## src/hdl/dcw_pkg.sv

```systemverilog
// ----------------------------------------------------------------------------
// dcw_pkg
// Shared types and constants for the drive command watchdog.
// ----------------------------------------------------------------------------
`default_nettype none

package dcw_pkg;

  localparam int unsigned DriveW   = 8;
  localparam int unsigned SteerW   = 16;
  localparam int unsigned DutyW    = 7;
  localparam int unsigned TicksW   = 16;
  localparam int unsigned CfgIdxW  = 3;
  localparam int unsigned CfgDataW = 16;

  // register indexes
  localparam logic [CfgIdxW-1:0] RegMaxDrive    = 3'd0;
  localparam logic [CfgIdxW-1:0] RegSteerMin    = 3'd1;
  localparam logic [CfgIdxW-1:0] RegSteerMax    = 3'd2;
  localparam logic [CfgIdxW-1:0] RegSteerCenter = 3'd3;
  localparam logic [CfgIdxW-1:0] RegTimeout     = 3'd4;

  // register reset values
  localparam logic [DutyW-1:0]         MaxDriveRst    = 7'd100;
  localparam logic signed [SteerW-1:0] SteerMinRst    = -16'sd4500;
  localparam logic signed [SteerW-1:0] SteerMaxRst    = 16'sd4500;
  localparam logic signed [SteerW-1:0] SteerCenterRst = 16'sd0;
  localparam logic [TicksW-1:0]        TimeoutRst     = 16'd500;

  typedef enum logic [1:0] {
    StatusApplied  = 2'd0,
    StatusRejected = 2'd1,
    StatusTick     = 2'd2
  } status_e;

  typedef enum logic [1:0] {
    ActNone = 2'd0,
    ActStop = 2'd1,
    ActRun  = 2'd2
  } action_e;

  typedef struct packed {
    logic [DutyW-1:0]         max_drive_pct;
    logic signed [SteerW-1:0] steer_min;
    logic signed [SteerW-1:0] steer_max;
    logic signed [SteerW-1:0] steer_center;
    logic [TicksW-1:0]        timeout_ticks;
  } cfg_t;

  typedef struct packed {
    logic                     func;
    logic signed [DriveW-1:0] drive_pct;
    logic signed [SteerW-1:0] steer_cdeg;
  } cmd_t;

  typedef struct packed {
    status_e                  status;
    action_e                  motor_action;
    logic                     reverse;
    logic [DutyW-1:0]         duty_pct;
    logic                     steer_update;
    logic signed [SteerW-1:0] steer_out;
    logic                     idle;
    logic                     expired;
  } res_t;

endpackage

`default_nettype wire

```

## src/hdl/dcw_core.sv

```systemverilog
// ----------------------------------------------------------------------------
// dcw_core
// Applied drive/steer state, watchdog counter and per-transaction decision.
// ----------------------------------------------------------------------------
`default_nettype none

module dcw_core (
  input  wire logic          clk_i,
  input  wire logic          rst_ni,
  input  wire logic          advance_i,
  input  wire dcw_pkg::cfg_t cfg_i,
  input  wire dcw_pkg::cmd_t cmd_i,
  output dcw_pkg::res_t      res_o
);

  logic signed [dcw_pkg::DriveW-1:0] applied_drive_q, applied_drive_d;
  logic signed [dcw_pkg::SteerW-1:0] applied_steer_q, applied_steer_d;
  logic [dcw_pkg::TicksW-1:0]        elapsed_q, elapsed_d;
  logic                              disarmed_q, disarmed_d;
  logic                              idle_q, idle_d;

  logic [dcw_pkg::DriveW-1:0] mag;
  logic                       reject;
  logic [dcw_pkg::TicksW-1:0] elapsed_inc;
  logic                       expire;

  assign mag = cmd_i.drive_pct[dcw_pkg::DriveW-1]
             ? (~cmd_i.drive_pct + 8'd1) : cmd_i.drive_pct;

  assign reject = (mag > {1'b0, cfg_i.max_drive_pct})
               || (cmd_i.steer_cdeg < cfg_i.steer_min)
               || (cmd_i.steer_cdeg > cfg_i.steer_max);

  // saturating tick count
  assign elapsed_inc = (&elapsed_q) ? elapsed_q : elapsed_q + 16'd1;
  assign expire      = !disarmed_q && (elapsed_inc >= cfg_i.timeout_ticks);

  always_comb begin
    applied_drive_d = applied_drive_q;
    applied_steer_d = applied_steer_q;
    elapsed_d       = elapsed_q;
    disarmed_d      = disarmed_q;
    idle_d          = idle_q;

    res_o              = '0;
    res_o.status       = dcw_pkg::StatusTick;
    res_o.motor_action = dcw_pkg::ActNone;

    if (!cmd_i.func) begin
      if (reject) begin
        res_o.status = dcw_pkg::StatusRejected;
      end else begin
        res_o.status = dcw_pkg::StatusApplied;
        idle_d       = (cmd_i.drive_pct == '0);
        if (cmd_i.drive_pct == '0) begin
          if (applied_drive_q != '0) begin
            res_o.motor_action = dcw_pkg::ActStop;
          end
        end else if (cmd_i.drive_pct != applied_drive_q) begin
          res_o.motor_action = dcw_pkg::ActRun;
          res_o.reverse      = !cmd_i.drive_pct[dcw_pkg::DriveW-1];
          res_o.duty_pct     = mag[dcw_pkg::DutyW-1:0];
        end
        if (cmd_i.steer_cdeg != applied_steer_q) begin
          res_o.steer_update = 1'b1;
          res_o.steer_out    = cmd_i.steer_cdeg;
        end
        applied_drive_d = cmd_i.drive_pct;
        applied_steer_d = cmd_i.steer_cdeg;
        elapsed_d       = '0;
        disarmed_d      = 1'b0;
      end
    end else if (!disarmed_q) begin
      elapsed_d = elapsed_inc;
      if (expire) begin
        res_o.motor_action = dcw_pkg::ActStop;
        res_o.steer_update = 1'b1;
        res_o.steer_out    = cfg_i.steer_center;
        res_o.expired      = 1'b1;
        applied_drive_d    = '0;
        applied_steer_d    = cfg_i.steer_center;
        idle_d             = 1'b1;
        disarmed_d         = 1'b1;
      end
    end

    res_o.idle = idle_d;
  end

  always_ff @(posedge clk_i or negedge rst_ni) begin
    if (!rst_ni) begin
      applied_drive_q <= '0;
      applied_steer_q <= dcw_pkg::SteerCenterRst;
      elapsed_q       <= '0;
      disarmed_q      <= 1'b1;
      idle_q          <= 1'b1;
    end else if (advance_i) begin
      applied_drive_q <= applied_drive_d;
      applied_steer_q <= applied_steer_d;
      elapsed_q       <= elapsed_d;
      disarmed_q      <= disarmed_d;
      idle_q          <= idle_d;
    end
  end

endmodule

`default_nettype wire

```

## src/hdl/drive_command_watchdog.sv

```systemverilog
// ----------------------------------------------------------------------------
// drive_command_watchdog
// Path: an input transaction is captured in the input register at the accepting
//   edge and moves on to the result register when that register frees up.
// Throughput: 1 transaction per cycle unless a stalled result holds advance.
// Reset: async active low; limits back to defaults, drive idle, watchdog off.
// ----------------------------------------------------------------------------
`default_nettype none

module drive_command_watchdog (
  input  wire logic                                clk_i,
  input  wire logic                                rst_ni,
  // configuration writes
  input  wire logic                                cfg_valid_i,
  output logic                                     cfg_ready_o,
  input  wire logic [dcw_pkg::CfgIdxW-1:0]         cfg_index_i,
  input  wire logic [dcw_pkg::CfgDataW-1:0]        cfg_data_i,
  // input items
  input  wire logic                                in_valid_i,
  output logic                                     in_ready_o,
  input  wire logic                                func_i,
  input  wire logic signed [dcw_pkg::DriveW-1:0]   drive_pct_i,
  input  wire logic signed [dcw_pkg::SteerW-1:0]   steer_cdeg_i,
  // results
  output logic                                     out_valid_o,
  input  wire logic                                out_ready_i,
  output logic [1:0]                               status_o,
  output logic [1:0]                               motor_action_o,
  output logic                                     reverse_o,
  output logic [dcw_pkg::DutyW-1:0]                duty_pct_o,
  output logic                                     steer_update_o,
  output logic signed [dcw_pkg::SteerW-1:0]        steer_out_o,
  output logic                                     idle_o,
  output logic                                     expired_o
);

  dcw_pkg::cfg_t cfg_q;
  dcw_pkg::cmd_t cmd_q;
  logic          cmd_valid_q;
  dcw_pkg::res_t res_d, res_q;
  logic          out_valid_q;
  logic          advance;

  assign cfg_ready_o = 1'b1;

  always_ff @(posedge clk_i or negedge rst_ni) begin
    if (!rst_ni) begin
      cfg_q.max_drive_pct <= dcw_pkg::MaxDriveRst;
      cfg_q.steer_min     <= dcw_pkg::SteerMinRst;
      cfg_q.steer_max     <= dcw_pkg::SteerMaxRst;
      cfg_q.steer_center  <= dcw_pkg::SteerCenterRst;
      cfg_q.timeout_ticks <= dcw_pkg::TimeoutRst;
    end else if (cfg_valid_i) begin
      unique case (cfg_index_i)
        dcw_pkg::RegMaxDrive:    cfg_q.max_drive_pct <= cfg_data_i[dcw_pkg::DutyW-1:0];
        dcw_pkg::RegSteerMin:    cfg_q.steer_min     <= cfg_data_i;
        dcw_pkg::RegSteerMax:    cfg_q.steer_max     <= cfg_data_i;
        dcw_pkg::RegSteerCenter: cfg_q.steer_center  <= cfg_data_i;
        dcw_pkg::RegTimeout:     cfg_q.timeout_ticks <= cfg_data_i;
        default: ;
      endcase
    end
  end

  // input stage moves on when the result register is free or being drained
  assign advance    = cmd_valid_q && (!out_valid_q || out_ready_i);
  assign in_ready_o = !cmd_valid_q || advance;

  always_ff @(posedge clk_i or negedge rst_ni) begin
    if (!rst_ni) begin
      cmd_valid_q <= 1'b0;
    end else if (in_ready_o) begin
      cmd_valid_q <= in_valid_i;
    end
  end

  always_ff @(posedge clk_i) begin
    if (in_valid_i && in_ready_o) begin
      cmd_q.func       <= func_i;
      cmd_q.drive_pct  <= drive_pct_i;
      cmd_q.steer_cdeg <= steer_cdeg_i;
    end
  end

  dcw_core u_core (
    .clk_i     (clk_i),
    .rst_ni    (rst_ni),
    .advance_i (advance),
    .cfg_i     (cfg_q),
    .cmd_i     (cmd_q),
    .res_o     (res_d)
  );

  always_ff @(posedge clk_i or negedge rst_ni) begin
    if (!rst_ni) begin
      out_valid_q <= 1'b0;
    end else if (advance) begin
      out_valid_q <= 1'b1;
    end else if (out_ready_i) begin
      out_valid_q <= 1'b0;
    end
  end

  always_ff @(posedge clk_i) begin
    if (advance) begin
      res_q <= res_d;
    end
  end

  assign out_valid_o    = out_valid_q;
  assign status_o       = res_q.status;
  assign motor_action_o = res_q.motor_action;
  assign reverse_o      = res_q.reverse;
  assign duty_pct_o     = res_q.duty_pct;
  assign steer_update_o = res_q.steer_update;
  assign steer_out_o    = res_q.steer_out;
  assign idle_o         = res_q.idle;
  assign expired_o      = res_q.expired;

endmodule

`default_nettype wire

```

## config.mk

```make
export PLATFORM = sky130hd
export DESIGN_NAME = drive_command_watchdog
export DESIGN_NICKNAME = d
export VERILOG_FILES = /design/src/hdl/dcw_pkg.sv /design/src/hdl/dcw_core.sv /design/src/hdl/drive_command_watchdog.sv
export SDC_FILE = /design/constraint.sdc
export NUM_CORES = 1
export LEC_CHECK = 0
export ABC_CLOCK_PERIOD_IN_PS = 8300
export BUFFER_PORTS_ARGS = -buffer_cell sky130_fd_sc_hd__buf_2
export CAP_MARGIN = 40
export CORE_AREA = 3 3 203 106
export DETAILED_ROUTE_END_ITERATION = 10
export DIE_AREA = 0 0 206 109
export PLACE_DENSITY_LB_ADDON = 0.3
export REMOVE_ABC_BUFFERS = 1
export SLEW_MARGIN = 25
export SYNTH_ARGS = -nofsm -noshare
export SYNTH_HDL_FRONTEND = slang
export SYNTH_SLANG_ARGS = --single-unit
export TNS_END_PERCENT = 100
```

## constraint.sdc

```tcl
create_clock -name clk_i -period 8.3 [get_ports clk_i]
set_input_delay 0.415 -clock clk_i [delete_from_list [all_inputs] [get_ports clk_i]]
set_output_delay 0.415 -clock clk_i [all_outputs]
set_load 0.02 [all_outputs]
```

==> flow_metrics.tcl <==
set metrics [dict create \
    status "finished clean" \
    ys.flop_type "dfrtp_1" \
    grt-ovfl-total 0 \
    sequentialPowerShare 0.454 \
    die-area_um2 22450 \
    cts-root-buf "clkbuf_16" \
    synth_area_leaders "dfrtp_1 (25%), edfxtp_1 (19%), ha_1 (7.7%), dfstp_2 (7.5%), nand2_1 (4.3%)" \
    setup_viol 0 \
    period_minus_slack_ps 4124 \
    antenna_found_initial 0 \
    grt_pass1_wl_um 36160 \
    synth_top_area_cell "dfrtp_1" \
    avgRoutedWirePerCell_um 18.21 \
    cp_max_fo 34 \
    powerDensity_nw_per_um2 250.6 \
    tritoncts "yes" \
    hp-class "input pin to register" \
    core-area_um2 19550 \
    p_leak_nw 4.446 \
    timing.slew.headroom 0.4867 \
    routed_wirelength_um 22360 \
    critPathRequiredTime_ps 8480 \
    cts_max_level 4 \
    diodes 0 \
    skew_ps 9.550 \
    max_clock_freq_ghz 0.2425 \
    track_usage 0.2096 \
    path_cells "and3_1, and4_1, nand4_2, nand2_1, nor2_1, xor2_1, ha_1, a21oi_1, nand2_1, a211oi_1, a211oi_1, or2_2, buf_12, or2_2" \
    maxCapViolCount 0 \
    dieWidth_um 206 \
    drtIter0Drc 667 \
    clk_pin_slew_ps 70 \
    rrSetupSlack_ps 4180 \
    hpwl_um 15420 \
    combPwrFrac 0.249 \
    first_pass_iters 5 \
    ant_nets 0 \
    cts_setup_buffers 0 \
    port_buffers 81 \
    final_max_slew_viol_count 0 \
    intPower_mw 1.764 \
    drc 0 \
    yosysWarnings 0 \
    synth_area_per_cell_um2 10.34 \
    synthArstFlopShare 0.6725 \
    drive_above_1_share 0.1965 \
    worstMarginPinSlew_ps 769.9 \
    yosys.area.top_type_share 0.2456 \
    syn_area_um2 9067 \
    worstSetupEndpointType "register" \
    ys_ff_latch 171 \
    seq_area_frac_synth 0.5064 \
    power_switching_share 0.3200 \
    path_delay_family "simple AND/OR/NAND/NOR gates" \
    start_util 0.4638 \
    place.gp.congestion 0.8475 \
    numCtsBuffers 17 \
    fillCellCount 1724 \
    rows 36 \
    switchingPower_mw 0.8302 \
    worst-path-buf-inv 1 \
    hold_viol 0 \
    synth_enable_flop_cells 56 \
    start_kind "register" \
    crit_arrival_ps 4300 \
    grt_max_degree 61 \
    yosysUniqueCellTypes 60 \
    postLayoutCoreUtil 0.5296 \
    clockPowerShare 0.297 \
    max_stage_delay_ps 450 \
    crit_slowest_cell "dfrtp_1" \
    peakVddDrop_mv 0.1188 \
    viasPerCell 5.592 \
    cts.sinks 171 \
    grt_pass1_vias 6665 \
    insertion_delay_ps 430 \
    nets 1054 \
    die_h_um 109 \
    final.period_utilization 0.4969 \
    grt_setup_unrepaired "false" \
    synthCells 877 \
    cts_buffer_depth 2 \
    vias 6867 \
    fin_tns_setup_ps 0 \
    syn_to_final_growth_pct 14.19 \
    crit_type "register to register" \
    ioPinCount 83 \
]
## final cells by class
| type | instances | area, µm² | area share |
|---|---|---|---|
| Timing Repair Buffer | 97 | 581.8 | 0.05619 |
| Multi-Input combinational cell | 599 | 4055 | 0.3917 |
| Tap cell | 266 | 332.8 | 0.03214 |
| Clock inverter | 11 | 93.84 | 0.009063 |
| Inverter | 63 | 236.5 | 0.02284 |
| Sequential cell | 171 | 4592 | 0.4435 |
| Clock buffer | 21 | 461.7 | 0.04459 |
## Yosys cell counts (all sizes together), types with 2 or more instances
| cell | count |
|---|---|
| nand2b | 5 |
| a2111oi | 2 |
| nor2 | 44 |
| xnor2 | 11 |
| a21o | 5 |
| ha | 56 |
| o41ai | 2 |
| a22oi | 3 |
| nand4 | 34 |
| inv | 63 |
| dfstp | 26 |
| or2 | 4 |
| a21oi | 37 |
| xor2 | 28 |
| nand2 | 105 |
| o21ai | 73 |
| a311oi | 2 |
| buf | 11 |
| and4 | 5 |
| o2bb2ai | 17 |
| and3 | 12 |
| o21a | 3 |
| a211oi | 19 |
| a22o | 17 |
| a311o | 3 |
| or3 | 4 |
| nor2b | 25 |
| clkbuf | 33 |
| o31ai | 3 |
| nand3 | 11 |
| o211ai | 8 |
| nor4 | 11 |
| dfrtp | 89 |
| edfxtp | 56 |
| mux2 | 22 |
| and2 | 5 |
| mux2i | 4 |
| nor3 | 4 |
## stage by stage
stage | hold WS [ps] | worst slack (ps) | total power, mW | instances | area (µm²)
floorplan | 119.4 | 3866 | 1.614 | 833 | 8869
CTS | 92.82 | 3966 | 2.605 | 1225 | 10300
global placement | 464.7 | 3925 | 1.797 | 1188 | 9679
detailed placement | 483.0 | 4002 | 1.833 | 1193 | 9748
global route | 138.9 | 3699 | 2.754 | 1228 | 10350
finish | 153.0 | 4176 | 2.595 | 1228 | 10350
## routing by layer
layer / track usage / vias up / wire, µm
li1: - / 3288 / -
met1: 0.2908 / 3410 / 10580
met2: 0.3377 / 145 / 10470
met3: 0.03877 / 24 / 941
met4: 0.06483 / 0 / 373
met5: 0 / - / 0
## cell families after synthesis
| group | Yosys count | share of synthesized area |
|---|---|---|
| AO/OA/AOI/OAI | 203 | 0.1479 |
| buffers and inverters | 107 | 0.04802 |
| multiplexers | 26 | 0.03174 |
| AND/OR/NAND/NOR | 274 | 0.1505 |
| XOR/XNOR | 39 | 0.03767 |
| other | 1 | 0.0004136 |
| flip-flops | 171 | 0.5064 |
| adder cells (fa/ha/maj) | 56 | 0.07727 |
## what timing repair did
item | CTS | global route
gates resized for setup | 0 | 0
hold endpoints to repair | 0 | 23
hold buffers | 0 | 1
## worst reg2reg max path: cells and delay by family (launching register included)
family	cells	cell delay (ps)
AO/OA/AOI/OAI	3	730
XOR/XNOR	1	160
adder cells (fa/ha/maj)	1	310
buffers and inverters	1	190
flip-flops	1	450
AND/OR/NAND/NOR	8	2030
## final timing paths
check / cells past startpoint / end / from
worst min register to register: 1 / out_valid_o / cmd_valid_q
worst min-delay path: 1 / cmd_q[8] / steer_cdeg_i[8]
max in group asynchronous: 4 / u_core.applied_steer_q[1] / rst_ni
min in group asynchronous: 2 / u_core.elapsed_q[6] / rst_ni
worst max-delay path: 14 / steer_update_o / u_core.elapsed_q[4]
worst max register to register: 14 / steer_update_o / u_core.elapsed_q[4]
## power groups by stage
stage          logic (mW)  registers (mW)  clock network (mW)
6_report            0.646            1.18               0.770
2_1_floorplan       0.419            1.19                   0
5_1_grt             0.733            1.20               0.821
3_3_place_gp        0.610            1.19                   0
4_1_cts             0.644            1.18               0.783
3_5_place_dp        0.639            1.19                   0
## registers in the layout, indices dropped and copies added (netlist names), 2 cells and up
signal,count
cfg_q,71
cmd_q,25
steer_out_o,16
u_core.applied_steer_q,16
u_core.elapsed_q,16
u_core.applied_drive_q,8
duty_pct_o,7
motor_action_o,2
status_o,2
## layout by cell type (no fill, tap or decap), drive strengths merged, types with 34 or more instances in the layout
cell,n
ha,56
a21oi,37
dfrtp,89
edfxtp,56
buf,96
inv,64
nand2,105
nand4,34
o21ai,73
nor2,44
No activity file was read; power rests on OpenSTA's default activity.
